### src/hdl/ider_pkg.sv
// Shared types, constants and helper functions of the inertial dead-reckoning block.
package ider_pkg;

   localparam int unsigned GravityWidth = 21;
   localparam logic [GravityWidth-1:0] GRAVITY_Y_RESET = 21'd642975;

   localparam logic signed [31:0] QUAT_MAX = 32'sd1073741824;
   localparam logic signed [31:0] QUAT_MIN = -32'sd1073741824;

   localparam logic signed [63:0] SAT_MAX = 64'sh7FFF_FFFF_FFFF_FFFF;
   localparam logic signed [63:0] SAT_MIN = 64'sh8000_0000_0000_0000;

   // one classified sample: body acceleration, scalar part, negated vector part, time step
   typedef struct packed {
      logic [2:0][31:0] accel;
      logic [31:0]      qw;
      logic [2:0][31:0] u;
      logic [23:0]      dt;
   } item_type;

   typedef struct packed {
      logic     valid;
      item_type item;
   } queue_head_type;

   // what a product in flight is used for when it comes back
   typedef enum logic [2:0] {
      K_CROSS = 3'd0,
      K_ROT   = 3'd1,
      K_SQ    = 3'd2,
      K_DV    = 3'd3,
      K_LO    = 3'd4,
      K_HI    = 3'd5
   } kind_type;

   typedef struct packed {
      logic     valid;
      kind_type kind;
      logic [1:0] axis;
      logic     sub;
   } pend_type;

   typedef enum logic [7:0] {
      S_IDLE  = 8'b0000_0001,
      S_CROSS = 8'b0000_0010,
      S_ROT   = 8'b0000_0100,
      S_SQ    = 8'b0000_1000,
      S_ROOT  = 8'b0001_0000,
      S_DV    = 8'b0010_0000,
      S_INT   = 8'b0100_0000,
      S_DONE  = 8'b1000_0000
   } state_type;

   function automatic logic [1:0] next_axis(input logic [1:0] a);
      logic [1:0] r;
      case (a)
         2'd0:    r = 2'd1;
         2'd1:    r = 2'd2;
         default: r = 2'd0;
      endcase
      return r;
   endfunction

   function automatic logic signed [63:0] sat_add(input logic signed [63:0] a,
                                                  input logic signed [63:0] b);
      logic signed [64:0] s;
      logic signed [63:0] r;
      s = {a[63], a} + {b[63], b};
      if (s[64] != s[63]) begin
         r = s[64] ? SAT_MIN : SAT_MAX;
      end else begin
         r = s[63:0];
      end
      return r;
   endfunction

endpackage

### src/hdl/ider_channels.sv
// Request and response channel interfaces of the inertial dead-reckoning block.
interface ider_req_if;
   logic               valid;
   logic               ready;
   logic signed [31:0] accel_x;
   logic signed [31:0] accel_y;
   logic signed [31:0] accel_z;
   logic signed [31:0] quat_w;
   logic signed [31:0] quat_x;
   logic signed [31:0] quat_y;
   logic signed [31:0] quat_z;
   logic [23:0]        time_step;

   modport source(output valid, accel_x, accel_y, accel_z, quat_w, quat_x, quat_y, quat_z,
                  time_step, input ready);
   modport sink(input valid, accel_x, accel_y, accel_z, quat_w, quat_x, quat_y, quat_z,
                time_step, output ready);
endinterface


### src/hdl/ider_front.sv
// Front end: accept samples, clamp and conjugate the quaternion, hold them in a two-entry queue.
module ider_front (
   input  logic                    clock,
   input  logic                    reset,
   ider_req_if.sink                req_if,
   input  logic                    pop,
   output ider_pkg::queue_head_type head
);

   ider_pkg::item_type mem_ff [2];
   logic               wr_ptr_ff, wr_ptr_in;
   logic               rd_ptr_ff, rd_ptr_in;
   logic [1:0]         cnt_ff, cnt_in;
   ider_pkg::item_type item;
   logic               push;

   function automatic logic [31:0] clamp_q(input logic signed [31:0] x);
      logic signed [31:0] r;
      if (x > ider_pkg::QUAT_MAX) begin
         r = ider_pkg::QUAT_MAX;
      end else if (x < ider_pkg::QUAT_MIN) begin
         r = ider_pkg::QUAT_MIN;
      end else begin
         r = x;
      end
      return r;
   endfunction

   always_comb begin
      item.accel[0] = req_if.accel_x;
      item.accel[1] = req_if.accel_y;
      item.accel[2] = req_if.accel_z;
      item.qw       = clamp_q(req_if.quat_w);
      item.u[0]     = -clamp_q(req_if.quat_x);
      item.u[1]     = -clamp_q(req_if.quat_y);
      item.u[2]     = -clamp_q(req_if.quat_z);
      item.dt       = req_if.time_step;
   end

   assign req_if.ready = (cnt_ff != 2'd2);
   assign push         = req_if.valid && req_if.ready;
   assign head.valid   = (cnt_ff != 2'd0);
   assign head.item    = mem_ff[rd_ptr_ff];

   always_comb begin
      wr_ptr_in = wr_ptr_ff ^ push;
      rd_ptr_in = rd_ptr_ff ^ pop;
      cnt_in    = cnt_ff + {1'b0, push} - {1'b0, pop};
   end

   always_ff @(posedge clock) begin
      if (reset) begin
         wr_ptr_ff <= 1'b0;
         rd_ptr_ff <= 1'b0;
         cnt_ff    <= 2'd0;
      end else begin
         wr_ptr_ff <= wr_ptr_in;
         rd_ptr_ff <= rd_ptr_in;
         cnt_ff    <= cnt_in;
      end
   end

   always_ff @(posedge clock) begin
      if (push) begin
         mem_ff[wr_ptr_ff] <= item;
      end
   end

endmodule

### src/flat_wrapper.sv
// flat-port wrapper written by rule: the top's interface ports become plain ports
module ider_front_flat 
  (clock, reset, pop, head, req_if_valid, req_if_accel_x, req_if_accel_y, req_if_accel_z, req_if_quat_w, req_if_quat_x, req_if_quat_y, req_if_quat_z, req_if_time_step, req_if_ready);
  ider_req_if req_if_i ();
  input  logic clock;
  input  logic reset;
  input  logic pop;
  output ider_pkg::queue_head_type head;
  input wire logic [$bits(req_if_i.valid)-1:0] req_if_valid;
  input wire logic [$bits(req_if_i.accel_x)-1:0] req_if_accel_x;
  input wire logic [$bits(req_if_i.accel_y)-1:0] req_if_accel_y;
  input wire logic [$bits(req_if_i.accel_z)-1:0] req_if_accel_z;
  input wire logic [$bits(req_if_i.quat_w)-1:0] req_if_quat_w;
  input wire logic [$bits(req_if_i.quat_x)-1:0] req_if_quat_x;
  input wire logic [$bits(req_if_i.quat_y)-1:0] req_if_quat_y;
  input wire logic [$bits(req_if_i.quat_z)-1:0] req_if_quat_z;
  input wire logic [$bits(req_if_i.time_step)-1:0] req_if_time_step;
  output wire logic [$bits(req_if_i.ready)-1:0] req_if_ready;
  assign req_if_i.valid = req_if_valid;
  assign req_if_i.accel_x = req_if_accel_x;
  assign req_if_i.accel_y = req_if_accel_y;
  assign req_if_i.accel_z = req_if_accel_z;
  assign req_if_i.quat_w = req_if_quat_w;
  assign req_if_i.quat_x = req_if_quat_x;
  assign req_if_i.quat_y = req_if_quat_y;
  assign req_if_i.quat_z = req_if_quat_z;
  assign req_if_i.time_step = req_if_time_step;
  assign req_if_ready = req_if_i.ready;
  ider_front u_core (.clock(clock), .reset(reset), .req_if(req_if_i), .pop(pop), .head(head));
endmodule
### config.mk
export PLATFORM = sky130hd
export DESIGN_NAME = ider_front_flat
export DESIGN_NICKNAME = d
export VERILOG_FILES = /design/src/hdl/ider_pkg.sv /design/src/hdl/ider_channels.sv /design/src/hdl/ider_front.sv /design/src/flat_wrapper.sv
export SDC_FILE = /design/constraint.sdc
export NUM_CORES = 1
export LEC_CHECK = 0
export ABC_AREA = 0
export BUFFER_PORTS_ARGS = -buffer_cell sky130_fd_sc_hd__buf_2
export CORE_MARGIN = 4
export CORE_UTILIZATION = 35
export CTS_CLUSTER_SIZE = 20
export DETAILED_ROUTE_END_ITERATION = 7
export GPL_ROUTABILITY_DRIVEN = 1
export HOLD_SLACK_MARGIN = 0.05
export SYNTH_ARGS = -nofsm -noshare
export SYNTH_HDL_FRONTEND = slang
export SYNTH_SLANG_ARGS = --single-unit
### constraint.sdc
create_clock -name clock -period 7.1 [get_ports clock]
set_clock_uncertainty 0.15 [all_clocks]
set_input_delay 0.71 -clock clock [delete_from_list [all_inputs] [get_ports clock]]
set_output_delay 0.71 -clock clock [all_outputs]
set_load 0.1 [all_outputs]
# Word-level counts from Yosys, hierarchy flattened
# Memories as Yosys holds them, arrays and structs flattened. A register that Yosys moved wholly into a read port is not among the register bits.
# Cells that the tools add are included.
# W data, S select, Z words.
# classes
n_reduce_logical	2
addsub	5
n_bitwise	2
n_lt_le_gt_ge	8
eq_ne	1
mux	11
# op_table
cell	count
$mux W32	8
$gt A32 B32 Y1 const B	4
$lt A32 B31 Y1 const B	4
$neg A32 Y32	3
$mux W1	3
$add A2 B1 Y2	1
$ne A2 B2 Y1 const B	1
$reduce_bool A2 Y1	1
$sub A2 B1 Y2	1
$xor A1 B1 Y1	2
$logic_and A1 B1 Y1	1
# totals
n_memories	1
out_inout_bits	250
ram_bits	496
ff_bits	4
in_bits	252
# memory_table
memory	words	width	read_ports	rd_ports_with_merged_regs	wr	line_no	rtl
u_core.mem_ff	2	248	1	1	1	ider_front.sv:10	ider_pkg::item_type mem_ff [2];

# Depth between registers and ports, before layout
# logic_depth
word_depth	4
ltp_mapped	15
ltp_nobuf	11

# Worst setup path before layout
# Ideal clock, no wire load.
# synth_path
kind	reg-to-reg
startpoint	register u_core.cnt_ff[0]
endpoint	memory u_core.mem_ff[1][0] (netlist name) (enable)
synth_period_minus_slack_ns	7.791
setup_slack_ns	-0.691
stages_incl_launch_ff	5
t_required_ns	6.308
arrival_ns	7.000
path_buffers	0
cell_sequence	dfxtp_1 -> inv_1 -> nand2_1 -> and2_1 -> ha_1
# synth_via
elab_chain_len	4
# synth_rtl
element	line_no	rtl
start, declared	ider_front.sv:13	logic [1:0] cnt_ff, cnt_in;
start signal, assigned	ider_front.sv:59	cnt_ff <= cnt_in;
$ne A2 B2 Y1	ider_front.sv:40	assign req_if.ready = (cnt_ff != 2'd2);
net req_if_ready	flat_wrapper.sv:18	output wire logic [$bits(req_if_i.ready)-1:0] req_if_ready;
$logic_and A1 B1 Y1	ider_front.sv:41	assign push = req_if.valid && req_if.ready;
$mux W1	ider_front.sv:64	if (push) begin
$mux W1 (implied by the code)	ider_front.sv:65	mem_ff[wr_ptr_ff] <= item;
end, declared	ider_front.sv:10	
# The timed path passes the listed nets, and every way through them passes these cells.

==> results.py <==
metrics = {
    "sta": {
        "max_freq_ghz": 0.213,
        "setup_violations": 0,
        "rsz0062_at_grt": "no",
        "fin_ws_ps": 2410,
        "period_minus_slack_ps": 4690,
        "fin_crit_sh_pct": 66.1,
        "hold_viol": 0,
        "setup-tns-final_ps": 0,
        "report.final.slew_viol_count": 0,
        "hold_slack_ps": 168,
        "maxSlewHeadroom_pct": 15.4,
        "worst_pin_slew_ps": 1270,
    },
    "critical_path": {
        "arrival_ps": 4910,
        "setup.worst_path.end_class": "register",
        "cp_num_buf_inv": 1,
        "crit_family": "compound AO/OA/AOI/OAI gates",
        "worst_path_max_delay_cell": "o31ai_4",
        "path_cells": "buf_2 > nor4_2 > nand3_1 > or3_1 > o31ai_4 > nand2_1 > ha_1 > nand3_1 > o31a_1 > nor2_1 > a311oi_1",
        "path_max_fanout": 26,
        "criticalPathCategory": "in2reg",
        "reg2reg_to": "u_core.mem_ff[1][87]",
        "reg2reg_from": "u_core.cnt_ff[0]",
        "cp_slowest_stage_delay_ps": 860,
        "crit_end": "u_core.mem_ff[1][68]",
        "ff2ff_path_depth": 5,
        "cp.required_ps": 7310,
        "cp_common_cell": "nand3_1",
        "critPathLaunchType": "input port",
        "path_depth": 11,
        "rrSetupSlack_ps": 4240,
        "crit_start": "req_if_quat_y[4]",
    },
    "placed_design": {
        "place_ws_ps": 1890,
        "place_area_um2": 24300,
        "dp_hpwl_um": 36400,
        "place_inst": 2516,
        "place_congestion": 0.890,
        "portBuffers": 501,
    },
    "pwr": {
        "p_seq_share_pct": 37.4,
        "leakagePower_nw": 9.59,
        "p_per_area_nw_per_um2": 407,
        "clockPowerShare_pct": 26.5,
        "p_sw_share_pct": 41.5,
        "power_frac_comb_pct": 36.1,
        "intPower_mw": 6.22,
        "p_total_mw": 10.6,
        "peakVddDrop_v": 0.000323,
        "switchingPower_mw": 4.42,
    },
    "hold_path": {
        "min_path_type": "in2reg",
        "min_path_cells": 1,
    },
    "die": {
        "fp.dieH_um": 253,
        "coreArea_um2": 59100,
        "initial_utilization_pct": 35.4,
        "die_x_um": 253,
        "rows": 89,
        "io_pins": 502,
        "dieArea_um2": 63800,
    },
    "global_route": {
        "grt_use_total_pct": 15.3,
        "grt.overflow.total": 0,
        "antenna_found_initial": 6,
        "grt_max_degree": 163,
        "grt_pass1_wl_um": 76600,
        "first_global_vias": 13071,
    },
    "synth": {
        "synthesis.nets": 1546,
        "yosys_warnings": 0,
        "syn_area_per_cell_um2": 16.3,
        "yosys.area.top_type_share_pct": 71.1,
        "yosysSeqAreaShare_pct": 71.5,
        "synth.area.top_cells": "edfxtp_1, mux2_2, nor2_1, xor2_1, and2_1",
        "ys_ff_latch": 500,
        "netlist_instances": 1287,
        "synth_top_flop_cell": "edfxtp_1",
        "synth_cell_types": 63,
        "async_flop_share_pct": 0,
        "synth.most_common_cell": "edfxtp_1",
        "synth-edff-count": 496,
        "synth_commonest_cells": "edfxtp_1, mux2_2, nor2_1, nand2_1, clkbuf_1",
        "synth_largest_area_cell": "edfxtp_1",
        "syn-cell-area_um2": 21000,
    },
    "status": {
        "status": "complete, no violations",
    },
    "route": {
        "ant_nets": 0,
        "drcViolationCount": 0,
        "dr_total_vias": 12998,
        "wl_per_cell_um": 19.8,
        "via_per_inst": 4.97,
        "drtPass1Iterations": 5,
        "drt_iter0_drc": 907,
        "wl_um": 51900,
    },
    "finish": {
        "final_cell_area_um2": 26100,
        "drive_above_1_share_pct": 46.8,
        "final_core_util_pct": 44.2,
        "fillers": 5366,
        "layout.nets": 2058,
        "fin_cells": 2617,
        "area_growth_pct": 24.8,
    },
    "clock_tree": {
        "cts_tree": "done",
        "clock_latency_ps": 570,
        "clockRootBuffer": "clkbuf_16",
        "cts_buffers": 54,
        "htree_levels": 2,
        "postCtsSetupRepairBufs": 0,
        "cts_resized": 0,
        "cts.sinks": 500,
        "clk_pin_slew_worst_paths_ps": 60,
        "ctsHoldBuffers": 0,
        "clk_path_buf_depth": 3,
    },
    "flow_run": {
        "cap_violations": 0,
    },
}
-- worst min path at each step --
stage	startpoint	to	slack (ps)
final	req_if_accel_x[0]	u_core.mem_ff[1][152]	170
after CTS	req_if_accel_x[0]	u_core.mem_ff[1][152]	120
after detailed placement	u_core.wr_ptr_ff	u_core.wr_ptr_ff	490
after global placement	u_core.wr_ptr_ff	u_core.wr_ptr_ff	460
after floorplan	u_core.wr_ptr_ff	u_core.wr_ptr_ff	380
after global routing	req_if_accel_x[23]	u_core.mem_ff[0][175]	130
-- flip-flops by register name, indices dropped and copies added, names as in the netlist --
name and count:
u_core.cnt_ff 2, u_core.mem_ff 496, u_core.wr_ptr_ff 1, u_core.rd_ptr_ff 1
-- cell type report --
| class | count | area, µm² | area share (%) |
|---|---|---|---|
| inverters | 10 | 37.5 | 0.144 |
| diodes | 4 | 10.0 | 0.0383 |
| well taps | 773 | 967 | 3.70 |
| clock inverters | 34 | 385 | 1.47 |
| multi-input cells | 723 | 5750 | 22.0 |
| repair buffers | 510 | 2610 | 9.99 |
| clock buffers | 63 | 1410 | 5.38 |
| flip-flops and latches | 500 | 15000 | 57.3 |
-- metal layers --
| metal | part of all wire [%] | vias up | global-route usage [%] |
|---|---|---|---|
| met5 | 0.046 | - | 0 |
| met4 | 2.4 | 4 | 4.64 |
| met3 | 7.9 | 85 | 4.44 |
| met2 | 48 | 447 | 25.3 |
| met1 | 41 | 6414 | 19.8 |
| li1 | - | 6048 | - |
-- cell usage in the layout (no fill, tap or decap), types with 4 or more instances in the layout --
master and n:
o21ai_0 14, xnor2_1 20, nand3_1 15, a21oi_1 20, a31oi_1 15, nor4_1 23
or2_2 9, ha_1 5, nand4_1 10, diode_2 4, and2_1 35, edfxtp_1 496
nand2_1 51, bufinv_16 8, clkbuf_16 55, clkinv_2 9, xor2_1 28, inv_1 10
a221oi_1 4, nor3_1 28, or4_1 10, a21o_1 8, o31ai_1 5, mux2_2 249
o22ai_1 8, clkinv_1 10, and3_1 9, nor2_1 83, buf_2 501, o211ai_1 6
clkbuf_1 8, buf_4 6, or3_1 12, nand3b_1 4
-- cell families after synthesis --
logic type / share of synthesized area [%]
AOI/OAI and AO/OA: 3.75
xor gates and xnor gates: 2.01
and+or+nand+nor: 7.58
DFF: 71.5
muxes: 13.5
adders and majority gates: 0.418
buffers and inverters: 1.24
-- worst register-to-register path: cells and delay by family (launching register included) --
| family | cells | cell delay [ps] |
|---|---|---|
| simple gates | 2 | 330 |
| flops | 1 | 320 |
| fa+ha+maj | 1 | 730 |
| buf+inv | 2 | 600 |
-- power groups by stage --
| stage | Sequential (mW) | Combinational (mW) | Clock, mW |
|---|---|---|---|
| finish | 3.98 | 3.84 | 2.81 |
| global route | 4.02 | 3.98 | 3.03 |
| CTS | 3.99 | 3.87 | 2.90 |
| detailed placement | 4.05 | 3.86 | 0 |
| global placement | 4.02 | 3.86 | 0 |
| floorplan | 4.14 | 3.16 | 0 |
Power figures use the tool's default switching activity.
